===== src/sv/plfm_pkg.sv =====
// Package for the price level core: payload structs, codes, constants.
// No dependencies.
package plfm_pkg;
  localparam int QueueDepth = 16;

  typedef enum logic [1:0] {
    OP_ADD    = 2'd0,
    OP_FILL   = 2'd1,
    OP_CANCEL = 2'd2,
    OP_NONE   = 2'd3
  } op_t;

  typedef enum logic [1:0] {
    KIND_ADD    = 2'd0,
    KIND_FILLED = 2'd1,
    KIND_DONE   = 2'd2,
    KIND_CANCEL = 2'd3
  } kind_t;

  typedef struct packed {
    logic [1:0]  operation;
    logic [31:0] req_id;
    logic [31:0] order_qty;
    logic [31:0] order_price;
  } in_word_t;

  typedef struct packed {
    logic [1:0]  kind;
    logic [31:0] matched_id;
    logic [31:0] remaining_qty;
    logic        ok;
    logic        last;
  } out_word_t;

  // Classified command passed from front to back.
  typedef struct packed {
    logic [1:0]  operation;
    logic        price_ok;
    logic [31:0] req_id;
    logic [31:0] order_qty;
  } cmd_t;

  typedef enum logic [2:0] {
    ST_IDLE,
    ST_READ,
    ST_WALK,
    ST_DONE
  } state_t;
endpackage


===== src/sv/plfm_ram.sv =====
// Generic single-write, single-read RAM with registered read.
// No dependencies.
module plfm_ram #(
  parameter int Width = 32,
  parameter int Depth = 16
) (
  input  logic                     clk,
  input  logic                     we,
  input  logic [$clog2(Depth)-1:0] waddr,
  input  logic [Width-1:0]         wdata,
  input  logic [$clog2(Depth)-1:0] raddr,
  output logic [Width-1:0]         rdata
);
  logic [Width-1:0] mem [Depth];

  always_ff @(posedge clk) begin
    if (we) begin
      mem[waddr] <= wdata;
    end
    rdata <= mem[raddr];
  end
endmodule


===== src/sv/plfm_front.sv =====
// Front part: accepts input words, compares price, drops unused codes, and
// holds a two-entry command queue. Depends on plfm_pkg.
module plfm_front (
  input  logic              clk,
  input  logic              rst,
  input  logic              push,
  output logic              full,
  input  plfm_pkg::in_word_t in_word,
  input  logic [31:0]       level_price,
  output logic              cmd_valid,
  output plfm_pkg::cmd_t    cmd,
  input  logic              cmd_take
);
  import plfm_pkg::*;

  cmd_t       slot [2];
  logic       rd_ptr;
  logic       wr_ptr;
  logic [1:0] fill;
  logic       wr_en;
  cmd_t       cmd_in;

  assign full      = (fill == 2'd2);
  assign cmd_valid = (fill != 2'd0);
  assign cmd       = slot[rd_ptr];

  always_comb begin
    cmd_in.operation = in_word.operation;
    cmd_in.price_ok  = (in_word.order_price == level_price);
    cmd_in.req_id    = in_word.req_id;
    cmd_in.order_qty = in_word.order_qty;
  end

  // Drop unused operation codes here.
  assign wr_en = push && !full && (in_word.operation != OP_NONE);

  always_ff @(posedge clk) begin
    if (wr_en) begin
      slot[wr_ptr] <= cmd_in;
    end
    if (rst) begin
      rd_ptr <= 1'b0;
      wr_ptr <= 1'b0;
      fill   <= 2'd0;
    end else begin
      if (wr_en) begin
        wr_ptr <= ~wr_ptr;
      end
      if (cmd_take) begin
        rd_ptr <= ~rd_ptr;
      end
      fill <= fill + {1'b0, wr_en} - {1'b0, cmd_take};
    end
  end
endmodule


===== src/sv/plfm_back.sv =====
// Back part: executes add, fill and cancel over the resting queue in RAM,
// compacting in place, and drives a two-entry result queue.
// Depends on plfm_pkg and plfm_ram.
module plfm_back #(
  parameter int QueueDepth = plfm_pkg::QueueDepth
) (
  input  logic               clk,
  input  logic               rst,
  input  logic               cmd_valid,
  input  plfm_pkg::cmd_t     cmd,
  output logic               cmd_take,
  output logic               empty,
  input  logic               pop,
  output plfm_pkg::out_word_t out_word
);
  import plfm_pkg::*;

  localparam int AW = $clog2(QueueDepth);
  localparam int CW = $clog2(QueueDepth + 1);

  state_t      state, state_next;
  cmd_t        cur;
  logic [CW-1:0] count;
  logic [CW-1:0] rd_idx;   // next entry to be read by the walk
  logic [CW-1:0] wr_idx;   // compaction write position
  logic [31:0] rem;
  logic        found;
  logic [31:0] rid, rqty;
  logic        ram_we;
  logic [AW-1:0] ram_waddr, ram_raddr;
  logic [31:0] wid, wqty;

  // Result queue, two entries.
  out_word_t   rq [2];
  logic        rq_rd, rq_wr;
  logic [1:0]  rq_fill;
  logic        res_we;
  out_word_t   res;

  plfm_ram #(.Width(32), .Depth(QueueDepth)) u_ids (
    .clk, .we(ram_we), .waddr(ram_waddr), .wdata(wid),
    .raddr(ram_raddr), .rdata(rid));
  plfm_ram #(.Width(32), .Depth(QueueDepth)) u_qtys (
    .clk, .we(ram_we), .waddr(ram_waddr), .wdata(wqty),
    .raddr(ram_raddr), .rdata(rqty));

  assign empty    = (rq_fill == 2'd0);
  assign out_word = rq[rq_rd];

  logic rq_room;
  assign rq_room = (rq_fill != 2'd2) || pop;

  // Walk-step values for the entry whose data is now on rid/rqty.
  logic [31:0] take, new_qty;
  logic        step_drop;
  always_comb begin
    take      = (rem < rqty) ? rem : rqty;
    new_qty   = rqty - take;
    step_drop = 1'b0;
    if (cur.operation == OP_FILL) begin
      step_drop = (rem != 32'd0) && (new_qty == 32'd0);
    end else if (cur.operation == OP_CANCEL) begin
      step_drop = !found && (rid == cur.req_id);
    end
  end

  always_comb begin
    state_next = state;
    case (state)
      ST_IDLE: begin
        if (cmd_valid) begin
          state_next = (cmd.operation == OP_ADD) ? ST_DONE : ST_READ;
        end
      end
      ST_READ: state_next = (count == '0) ? ST_DONE : ST_WALK;
      ST_WALK: begin
        if (rq_room && rd_idx == count) begin
          state_next = ST_DONE;
        end
      end
      ST_DONE: begin
        if (rq_room) begin
          state_next = ST_IDLE;
        end
      end
      default: state_next = ST_IDLE;
    endcase
  end

  // Outputs of the sequencer.
  always_comb begin
    cmd_take  = (state == ST_IDLE) && cmd_valid;
    ram_we    = 1'b0;
    ram_waddr = wr_idx[AW-1:0];
    wid       = rid;
    wqty      = rqty;
    ram_raddr = rd_idx[AW-1:0];
    res_we    = 1'b0;
    res       = '0;
    case (state)
      ST_IDLE: ram_raddr = '0;
      ST_READ: ram_raddr = '0;
      ST_WALK: begin
        if (rq_room) begin
          if (cur.operation == OP_FILL) begin
            wqty = new_qty;
          end
          ram_we = !step_drop;
          if (step_drop && cur.operation == OP_FILL) begin
            res_we         = 1'b1;
            res.kind       = KIND_FILLED;
            res.matched_id = rid;
            res.ok         = 1'b1;
          end
          ram_raddr = (rd_idx == count) ? '0 : rd_idx[AW-1:0];
        end else begin
          // Hold: read the entry now on rid again.
          ram_raddr = rd_idx[AW-1:0] - 1'b1;
        end
      end
      ST_DONE: begin
        res.last = 1'b1;
        res_we   = rq_room;
        if (cur.operation == OP_ADD) begin
          res.kind  = KIND_ADD;
          res.ok    = cur.price_ok && (count != CW'(QueueDepth));
          ram_we    = rq_room && res.ok;
          ram_waddr = count[AW-1:0];
          wid       = cur.req_id;
          wqty      = cur.order_qty;
        end else if (cur.operation == OP_FILL) begin
          res.kind          = KIND_DONE;
          res.remaining_qty = rem;
          res.ok            = 1'b1;
        end else begin
          res.kind = KIND_CANCEL;
          res.ok   = found;
        end
      end
      default: ;
    endcase
  end

  always_ff @(posedge clk) begin
    if (res_we) begin
      rq[rq_wr] <= res;
    end
    if (state == ST_IDLE && cmd_valid) begin
      cur <= cmd;
      rem <= cmd.order_qty;
    end
    if (state == ST_WALK && rq_room && cur.operation == OP_FILL) begin
      rem <= rem - take;
    end
    if (rst) begin
      state   <= ST_IDLE;
      count   <= '0;
      rd_idx  <= '0;
      wr_idx  <= '0;
      found   <= 1'b0;
      rq_rd   <= 1'b0;
      rq_wr   <= 1'b0;
      rq_fill <= 2'd0;
    end else begin
      state <= state_next;
      if (res_we) begin
        rq_wr <= ~rq_wr;
      end
      if (pop && !empty) begin
        rq_rd <= ~rq_rd;
      end
      rq_fill <= rq_fill + {1'b0, res_we} - {1'b0, pop && !empty};
      case (state)
        ST_IDLE: begin
          rd_idx <= '0;
          wr_idx <= '0;
          found  <= 1'b0;
        end
        ST_READ: rd_idx <= CW'(1);
        ST_WALK: begin
          if (rq_room) begin
            if (!step_drop) begin
              wr_idx <= wr_idx + 1'b1;
            end else if (cur.operation == OP_CANCEL) begin
              found <= 1'b1;
            end
            if (rd_idx != count) begin
              rd_idx <= rd_idx + 1'b1;
            end else begin
              count <= step_drop ? wr_idx : wr_idx + 1'b1;
            end
          end
        end
        ST_DONE: begin
          if (rq_room && cur.operation == OP_ADD && res.ok) begin
            count <= count + 1'b1;
          end
        end
        default: ;
      endcase
    end
  end
endmodule


===== src/sv/price_level_fifo_match_core.sv =====
// Top level of the price level core: front command queue and back executor.
// Depends on plfm_pkg, plfm_front, plfm_back.
//
// One price level of an order book holding a FIFO of up to QueueDepth resting
// orders in two RAMs. Once the back part is free, an add goes from IDLE to
// DONE, where its result is written; a fill or cancel passes through READ,
// one WALK step per resting order and DONE. The walk reads one entry per
// cycle while the output queue has room and writes back each kept entry. Up to two
// commands wait in the front queue while the back part works, and results
// wait in a two-word output queue; a full output queue stalls the walk.
module price_level_fifo_match_core #(
  parameter int QueueDepth = plfm_pkg::QueueDepth
) (
  input  logic                clk,
  input  logic                rst,
  input  logic                push,
  output logic                full,
  input  plfm_pkg::in_word_t  in_word,
  output logic                empty,
  input  logic                pop,
  output plfm_pkg::out_word_t out_word,
  input  logic                cfg_we,
  input  logic [31:0]         cfg_data
);
  import plfm_pkg::*;

  logic [31:0] level_price;
  logic        cmd_valid;
  logic        cmd_take;
  cmd_t        cmd;

  always_ff @(posedge clk) begin
    if (rst) begin
      level_price <= '0;
    end else if (cfg_we) begin
      level_price <= cfg_data;
    end
  end

  plfm_front u_front (
    .clk, .rst, .push, .full, .in_word, .level_price,
    .cmd_valid, .cmd, .cmd_take);

  plfm_back #(.QueueDepth(QueueDepth)) u_back (
    .clk, .rst, .cmd_valid, .cmd, .cmd_take, .empty, .pop, .out_word);
endmodule


===== config.mk =====
export PLATFORM = sky130hd
export DESIGN_NAME = price_level_fifo_match_core
export DESIGN_NICKNAME = d
export VERILOG_FILES = /design/src/sv/plfm_pkg.sv /design/src/sv/plfm_ram.sv /design/src/sv/plfm_front.sv /design/src/sv/plfm_back.sv /design/src/sv/price_level_fifo_match_core.sv
export SDC_FILE = /design/constraint.sdc
export NUM_CORES = 2
export LEC_CHECK = 0
export ABC_AREA = 1
export BUFFER_PORTS_ARGS = -buffer_cell sky130_fd_sc_hd__buf_2
export CORE_MARGIN = 2
export CORE_UTILIZATION = 50
export CTS_BUF_LIST = sky130_fd_sc_hd__clkbuf_4 sky130_fd_sc_hd__clkbuf_8
export DETAILED_ROUTE_END_ITERATION = 8
export PLACE_DENSITY = 0.66
export SLEW_MARGIN = 20
export SYNTH_ARGS = -nofsm -noshare
export SYNTH_HDL_FRONTEND = slang
export SYNTH_SLANG_ARGS = --single-unit

===== constraint.sdc =====
create_clock -name clk -period 19.95 [get_ports clk]
set_input_delay 2.9925 -clock clk [delete_from_list [all_inputs] [get_ports clk]]
set_output_delay 2.9925 -clock clk [all_outputs]
set_load 0.1 [all_outputs]

## Yosys cells after proc, flatten, opt, wreduce, memory -nomap -nowiden

Memory sizes are Yosys's and may differ from the RTL's. A register that Yosys moved wholly into a read port is not among the register bits.
Index checks and enable logic that the tools add are counted.

- Flip-flop bits (word level): 158
- RAM bits: 1294
- Output and inout bits: 70
- Memories: 4

Memories:

| name | depth | width | read ports | clocked after memory_dff | write ports | RTL line | RTL |
|---|---|---|---|---|---|---|---|
| u_back.u_ids.mem | 16 | 32 | 1 | 1 | 1 | plfm_ram.sv:14 | `logic [Width-1:0] mem [Depth];` |
| u_back.u_qtys.mem | 16 | 32 | 1 | 1 | 1 | plfm_ram.sv:14 |  |
| u_back.rq | 2 | 68 | 1 | 1 | 1 | plfm_back.sv:34 | `out_word_t rq [2];` |
| u_front.slot | 2 | 67 | 1 | 1 | 1 | plfm_front.sv:16 | `cmd_t slot [2];` |

- Add/subtract/negate cells: 10
- Magnitude comparators: 1
- Equal/unequal tests: 22
- Mux-type cells: 65
- Bitwise gates (word level): 4
- Reductions and logical operators: 37

Operator list:

| operator | number |
|---|---|
| $mux W32 | 12 |
| $eq A32 B32 Y1 | 2 |
| $pmux W32 S2 | 1 |
| $sub A32 B32 Y32 | 2 |
| $mux W5 | 7 |
| $mux W34 | 1 |
| $mux W33 | 1 |
| $logic_not A32 Y1 | 1 |
| $lt A32 B32 Y1 | 1 |
| $reduce_bool A32 Y1 | 1 |
| $mux W1 | 24 |
| $pmux W5 S2 | 2 |
| $mux W4 | 4 |
| $add A5 B1 Y5 const B | 3 |
| $pmux W5 S3 | 1 |
| $logic_and A1 B1 Y1 | 14 |
| $ne A2 B1 Y1 const B | 7 |
| $pmux W3 S4 | 1 |
| $mux W3 | 3 |
| $ne A2 B2 Y1 const B | 4 |
| $pmux W1 S2 | 4 |
| $pmux W4 S2 | 1 |
| $reduce_and A4 Y1 | 2 |
| $reduce_bool A2 Y1 | 4 |
| 22 further kinds | 36 |

## Depth between registers and ports, before layout

- Depth in word-level cells: 13
- Mapped depth: 44
- Mapped depth without buffers: 40

## Hierarchy

From an unflattened synthesis, not the netlist that was laid out.

- Cells, all modules: 6924
- Area total of the unflattened synthesis: 70073.5 um2

Modules (own cells, without submodules):

| module | instances | cells each | area an instance (um2) | sequential area each (um2) |
|---|---|---|---|---|
| plfm_ram | 2 | 2120 | 22730.6 | 16015.4 |
| plfm_back | 1 | 2076 | 17449.2 | 7517.2 |
| plfm_front | 1 | 405 | 5824.3 | 4124.0 |
| price_level_fifo_match_core | 1 | 203 | 1338.8 | 640.6 |

## Least setup slack after synthesis

Ideal clock, no wire load.

- Kind: register to register
- From: register u_back.u_qtys.rdata[11] (read register of u_back.u_qtys.mem)
- To: memory u_back.rq[0][0] (netlist name) (enable)
- Setup time: 0.516 ns
- Data arrival time: 7.234 ns
- Data required time: 19.434 ns
- Slack: 12.200 ns
- Cell stages (with the launch flop): 35
- Path buffers: 5
- Period minus slack after synthesis: 7.750 ns
- Cell sequence: dfxtp_1 -> inv_1 -> ha_1 -> nand2_1 -> inv_2 -> nand3_1 -> a31oi_1 -> nor2_1 -> nand2_2 -> nand2_4 -> buf_8 -> nand2_4 -> buf_6 -> buf_4 -> buf_4 -> clkbuf_1 -> o21ai_0 -> ha_1 -> inv_1 -> ha_1 -> inv_1 -> nand2_1 -> nand3_1 -> nand3_2 -> nand2_1 -> nand2_1 -> nand2_1 -> nand2_1 -> nand2_1 -> nand2_1 -> nor2_2 -> nand3_1 -> nor2_2 -> nand3_1 -> a21oi_1

- Word-level cells in the longest chain between the ends: 12

Ends and longest elaborated chain:

| item | RTL line | RTL |
|---|---|---|
| start, declared | plfm_ram.sv:12 | `output logic [Width-1:0] rdata` |
| $lt A32 B32 Y1 | plfm_back.sv:57 | `take = (rem < rqty) ? rem : rqty;` |
| $mux W32 | plfm_back.sv:57 |  |
| $sub A32 B32 Y32 * | plfm_back.sv:58 | `new_qty = rqty - take;` |
| $logic_not A32 Y1 * | plfm_back.sv:61 | `step_drop = (rem != 32'd0) && (new_qty == 32'd0);` |
| $logic_and A1 B1 Y1 * | plfm_back.sv:61 |  |
| $mux W1 * | plfm_back.sv:60 | `if (cur.operation == OP_FILL) begin` |
| $logic_and A1 B1 Y1 * | plfm_back.sv:109 | `if (step_drop && cur.operation == OP_FILL) begin` |
| $mux W1 * | plfm_back.sv:109 |  |
| $mux W1 * | plfm_back.sv:104 | `if (rq_room) begin` |
| $pmux W1 S2 * | plfm_back.sv:100 | `case (state)` |
| $mux W1 * | plfm_back.sv:145 | `if (res_we) begin` |
| $mux W1 (implied by the code) * | plfm_back.sv:146 | `rq[rq_wr] <= res;` |
| end, declared | plfm_back.sv:34 |  |

Every way passes the cells marked *; elsewhere a longest branch is shown, timed or not.

## Worst setup path in the final report

- From: register u_back.u_qtys.rdata[3] (read register of u_back.u_qtys.mem)
- To: memory u_back.u_qtys.mem[8][18] (enable)

- Word-level cells in the longest chain between the ends: 11

Ends and longest elaborated chain:

| item | RTL line | RTL |
|---|---|---|
| $lt A32 B32 Y1 | plfm_back.sv:57 |  |
| $mux W32 | plfm_back.sv:57 |  |
| $sub A32 B32 Y32 * | plfm_back.sv:58 |  |
| $logic_not A32 Y1 * | plfm_back.sv:61 |  |
| $logic_and A1 B1 Y1 * | plfm_back.sv:61 |  |
| $mux W1 * | plfm_back.sv:60 |  |
| $logic_not A1 Y1 * | plfm_back.sv:108 | `ram_we = !step_drop;` |
| $mux W1 * | plfm_back.sv:104 |  |
| $pmux W1 S2 * | plfm_back.sv:100 |  |
| $mux W1 * | plfm_ram.sv:17 | `if (we) begin` |
| $mux W1 (implied by the code) * | plfm_ram.sv:18 | `mem[waddr] <= wdata;` |
| end, declared | plfm_ram.sv:14 |  |

Marked as above.

==> results <==
- The run finished with clean final reports.
- Of all nets on the critical path, the largest fanout is 61.
- In the global route stage, overall resource usage came out at 26.68%.
- The total via count in the routed design is roughly 45,000.
- CTS built an H-tree with a depth of 4.
- In this run the tool buffered the top-level ports with 204 buffer cells.
- For the pin with the worst max-slew slack, the measured transition is roughly 1.1 ns.
- The summed area of non-filler cells in the final layout is 0.07325 mm^2.
- The total of fill cells in the finished design is 10,940.
- 205 I/O pins were placed.
- The required time of the critical path is slightly above 20 ns.
- The clock tree from TritonCTS is done.
- After clock tree synthesis, the clock-pin slew on the worst setup and hold paths is 0.06 ns.
- In this run the tightest slew margin relative to its limit is 24.39%.
- Dividing the final minimum period by the clock period gives roughly two fifths.
- The cell total after placement is 7,566.
- Of the cells placed in the final design, the portion with a size suffix greater than 1 is 15.32%.
- The number of nets produced by synthesis is 5,998.
- Clock latency on the worst-skew pair, taken at its later pin, is 0.94 ns.
- The starting DRC count in detailed routing is ~5,200.
- Counting every sink on the clock net gives 1,517.
- The height of the die is 365.3 um.
- The TritonCTS buffer count is 230.
- The number of cell rows is 132.
- After global routing the overflow that remains totals 0.
- For this run, the register share of the synthesized area comes to 67.89%.
- Timing analysis after detailed placement gives a worst setup slack of 11.44 ns.
- The via count of the first global-routing pass is 42,960.
- The number of distinct library cell variants in the gate-level netlist after synthesis is 61.
- Counting flops with an async set or reset pin after synthesis yields a share of 0%.
- The number of antenna violations at the first check in global routing came to 8.
- From left edge to right edge, the die measures 365.3 um.
- Gates resized during post-CTS repair numbered 0.
- The maximum buffer depth of the clock tree is 3.
- The total design power is 12.26 mW.
- In the final design database the tool counted 6,258 nets.
- The wire-length estimate of the detail-placed layout is roughly 110,000 um.
- Data arrives at the worst endpoint at 8.54 ns.
- Post-CTS timing repair inserted 0 buffers for setup.
- The detail route stage leaves a number of antenna-violating nets equal to 0.
- The power per cell area is 167.4 mW/mm^2.
- The final critical path time including I/O delays and setup is approximately 8.0 ns.
- In the routed design, unresolved DRC markers number 0.
- During synthesis, Yosys emitted a total of 0 warnings.
- The area enclosed by the die boundary is 0.1334 mm^2.
- The element type at the critical path end is a flip-flop.
- CTS placed an instance of sky130_fd_sc_hd__clkbuf_8 at the clock tree root.
- The synthesized netlist occupies a cell area of around 0.065 mm^2.
- After detailed routing, the number of vias per cell comes to 5.650.
- The largest clock skew in the final design is 0.04456 ns.
- The register area is 0.04432 mm^2.
- Setup total negative slack on the finished layout was measured at 0 ns.
- Dividing the detail-routed wire length by the instance count gives 22.57 um.
- On the critical path, the stage with the largest delay is an instance of sky130_fd_sc_hd__nor2_4.
- The post-synthesis register bit count is roughly 1,500.
- Among the stages of the critical path, the cell type that occurs most often is sky130_fd_sc_hd__nand2_1.
- Hold repair after CTS inserted 0 buffers.
- The number of synthesized flops with an enable pin is 1,393.
- The non-filler instance count after layout is 8,008.
- The class of the tightest hold or removal check is flip-flop to flip-flop.
- After technology mapping, the gate count stands at 5,800.
- Once placement finished, the instance area stood at ~0.068 mm^2.
- For this design the static power due to leakage is 26.86 nW.
- Entering global routing, the biggest net connects 275 pins.
- Once the floorplan was initialized, standard cells occupied ~50% of the core.
- The placeable core area is 0.1295 mm^2.
- Compared with the post-synthesis result, the final layout area differs by 12.23%.
- The max-slew violation total from the final report is 0.
- The first global-routing pass estimated between 200,000 and 300,000 um of wire.
- The most used flip-flop cell after synthesis is sky130_fd_sc_hd__edfxtp_1.
- VDD sags by at most 126.1 uV.
- Derived from the worst setup path, the maximum achievable clock frequency is 125.1 MHz.
- The critical path startpoint category is a flip-flop.
- The least setup slack across all paths after layout is 11.96 ns.
- Setup repair after global routing left no endpoint under its margin.
- Setup violations remaining at the end of the flow were counted as 0.
- Max-cap violations in this run came to 0.
- The overall routed net length is 180,800 um.
- The mean instance size in the synthesized netlist is 11.25 um^2.
- The worst setup path is of the flip-flop to flip-flop kind.
- The combined area of the multi-input logic cells is 0.01875 mm^2.
- The first detailed-routing pass took 8 iterations.
- The peak per-stage delay on the critical path is 0.89 ns.
- The final-report hold violation count was 0.
- At the end of routability-driven placement, the weighted congestion stood at 0.9661.
-- cell usage in the layout, fill, tap and decap left out, types with 21 or more instances in the layout --
cell                       Yosys  routed
sky130_fd_sc_hd__edfxtp_1   1393    1393
sky130_fd_sc_hd__nor2_1     1013     994
sky130_fd_sc_hd__nand2_1     814     812
sky130_fd_sc_hd__o21ai_0     773     767
sky130_fd_sc_hd__inv_1       316     314
sky130_fd_sc_hd__clkbuf_8      0     254
sky130_fd_sc_hd__buf_2         6     204
sky130_fd_sc_hd__nor3_1      176     176
sky130_fd_sc_hd__o221ai_1    148     142
sky130_fd_sc_hd__nand3_1     132     132
sky130_fd_sc_hd__dfxtp_1     124     122
sky130_fd_sc_hd__clkbuf_4      0     112
sky130_fd_sc_hd__buf_4         3     109
sky130_fd_sc_hd__a21oi_1      89      87
sky130_fd_sc_hd__nand4_1      77      77
sky130_fd_sc_hd__mux2_2       68      68
sky130_fd_sc_hd__ha_1         63      63
sky130_fd_sc_hd__xor2_1       45      45
sky130_fd_sc_hd__nor2_2       42      41
sky130_fd_sc_hd__clkinv_1      4      35
sky130_fd_sc_hd__nor2_4       10      30
sky130_fd_sc_hd__xnor2_1      30      30
sky130_fd_sc_hd__clkinv_2      0      27
sky130_fd_sc_hd__o211ai_1     21      21
-- cells in the mapped netlist (8+ instances only) --
cell type / count / share of area, %
sky130_fd_sc_hd__nor3_1: 176 / 1.3
sky130_fd_sc_hd__nor4_1: 10 / 0.096
sky130_fd_sc_hd__inv_1: 316 / 1.8
sky130_fd_sc_hd__ha_1: 63 / 1.2
sky130_fd_sc_hd__xor2_1: 45 / 0.60
sky130_fd_sc_hd__o211ai_1: 21 / 0.24
sky130_fd_sc_hd__buf_1: 23 / 0.13
sky130_fd_sc_hd__o21ai_0: 773 / 5.9
sky130_fd_sc_hd__a31oi_1: 9 / 0.086
sky130_fd_sc_hd__buf_6: 8 / 0.14
sky130_fd_sc_hd__clkbuf_1: 251 / 1.4
sky130_fd_sc_hd__nand3_2: 8 / 0.12
sky130_fd_sc_hd__inv_2: 20 / 0.12
sky130_fd_sc_hd__nand2_2: 13 / 0.12
sky130_fd_sc_hd__nand4_4: 8 / 0.26
sky130_fd_sc_hd__nand3_1: 132 / 1.0
sky130_fd_sc_hd__mux2_2: 68 / 1.2
sky130_fd_sc_hd__nor2_2: 42 / 0.40
sky130_fd_sc_hd__nand4_1: 77 / 0.74
sky130_fd_sc_hd__nand2_1: 814 / 4.7
sky130_fd_sc_hd__edfxtp_1: 1393 / 64
sky130_fd_sc_hd__xnor2_1: 30 / 0.40
sky130_fd_sc_hd__nor2_4: 10 / 0.17
sky130_fd_sc_hd__nand2_4: 9 / 0.16
sky130_fd_sc_hd__nor2_1: 1013 / 5.8
sky130_fd_sc_hd__a21oi_1: 89 / 0.68
sky130_fd_sc_hd__o221ai_1: 148 / 2.0
sky130_fd_sc_hd__or2_2: 13 / 0.12
sky130_fd_sc_hd__dfxtp_1: 124 / 3.8
sky130_fd_sc_hd__o21ai_1: 11 / 0.084
-- stage by stage --
stage / hold WS (ns) / util, %
after floorplan: 0.4227 / -
after global placement: 0.4238 / 52.86
after detailed placement: 0.4387 / 52.86
after CTS: 0.4511 / 56.50
after global routing: 0.4843 / 56.56
final: 0.4531 / 56.57
-- sequential cells by signal (all words and copies together), names as in the netlist, 2 cells and up, named ones only --
signal,flops
u_front.fill,2
u_back.state,2
u_back.cur,67
u_back.wr_idx,5
u_back.u_ids.rdata,32
u_back.count,5
u_back.u_ids.mem,512
level_price,32
u_back.rq_fill,2
u_back.rem,32
u_back.u_qtys.mem,512
u_front.slot,134
u_back.u_qtys.rdata,32
u_back.rq,136
u_back.rd_idx,5
-- worst max-delay path: cells and delay by family, from the launching register on --
kind                       cells  cell delay (ns)
and+or+nand+nor               24             4.25
buffers and inverters          4             1.04
AOI/OAI and AO/OA              3             0.91
adders and majority gates      3             0.74
DFF                            1             0.53
-- cells by family after synthesis --
logic type / after synthesis / share of synthesized area, %
adder cells (fa/ha/maj): 63 / 1.208
AND/OR/NAND/NOR: 2350 / 15.36
AO/OA/AOI/OAI: 1093 / 9.532
buffers and inverters: 633 / 3.803
multiplexers: 68 / 1.173
flip-flops: 1517 / 67.89
XOR/XNOR: 76 / 1.031
-- metal layers --
metal  GRT usage (%)  vias up  part of all wire, %  wire length, um
met3           3.951      290                  6.5            11790
met5               0        -                0.031               56
met2           43.88     1720                   48            87480
li1                -    21090                    -                -
met4           10.10        8                  3.3             5953
met1           35.99    22140                   42            75490
-- area by class of cell --
| class | instances | area share, % |
|---|---|---|
| well taps | 1742 | 2.976 |
| clock inverters | 66 | 0.5261 |
| flip-flops and latches | 1517 | 60.51 |
| multi-input cells | 3650 | 25.60 |
| inverters | 340 | 1.754 |
| clock buffers | 364 | 5.900 |
| diodes | 8 | 0.02733 |
| repair buffers | 321 | 2.706 |
-- power breakdown --
group	total [mW]	internal [mW]	switching (mW)	leakage, nW
Clock	2.58	1.39	1.20	2.54
Sequential	4.52	4.27	0.251	13.8
Combinational	5.16	1.34	3.82	10.5
-- path summary, 6_finish.rpt --
path	from	slack (ns)	cells past startpoint	endpoint
worst max register to register	u_back.u_qtys.rdata[3]$_DFF_P_	11.96	34	u_back.u_qtys.mem[8][18]$_DFFE_PP_
worst min register to register	u_back.rq_rd$_SDFFE_PP0P_	0.45	1	flip-flop
worst min-delay path	u_back.rq_rd$_SDFFE_PP0P_	0.45	1	flip-flop
worst max-delay path	u_back.u_qtys.rdata[3]$_DFF_P_	11.96	34	u_back.u_qtys.mem[8][18]$_DFFE_PP_
Note: power is estimated with default switching activity, not from simulation.
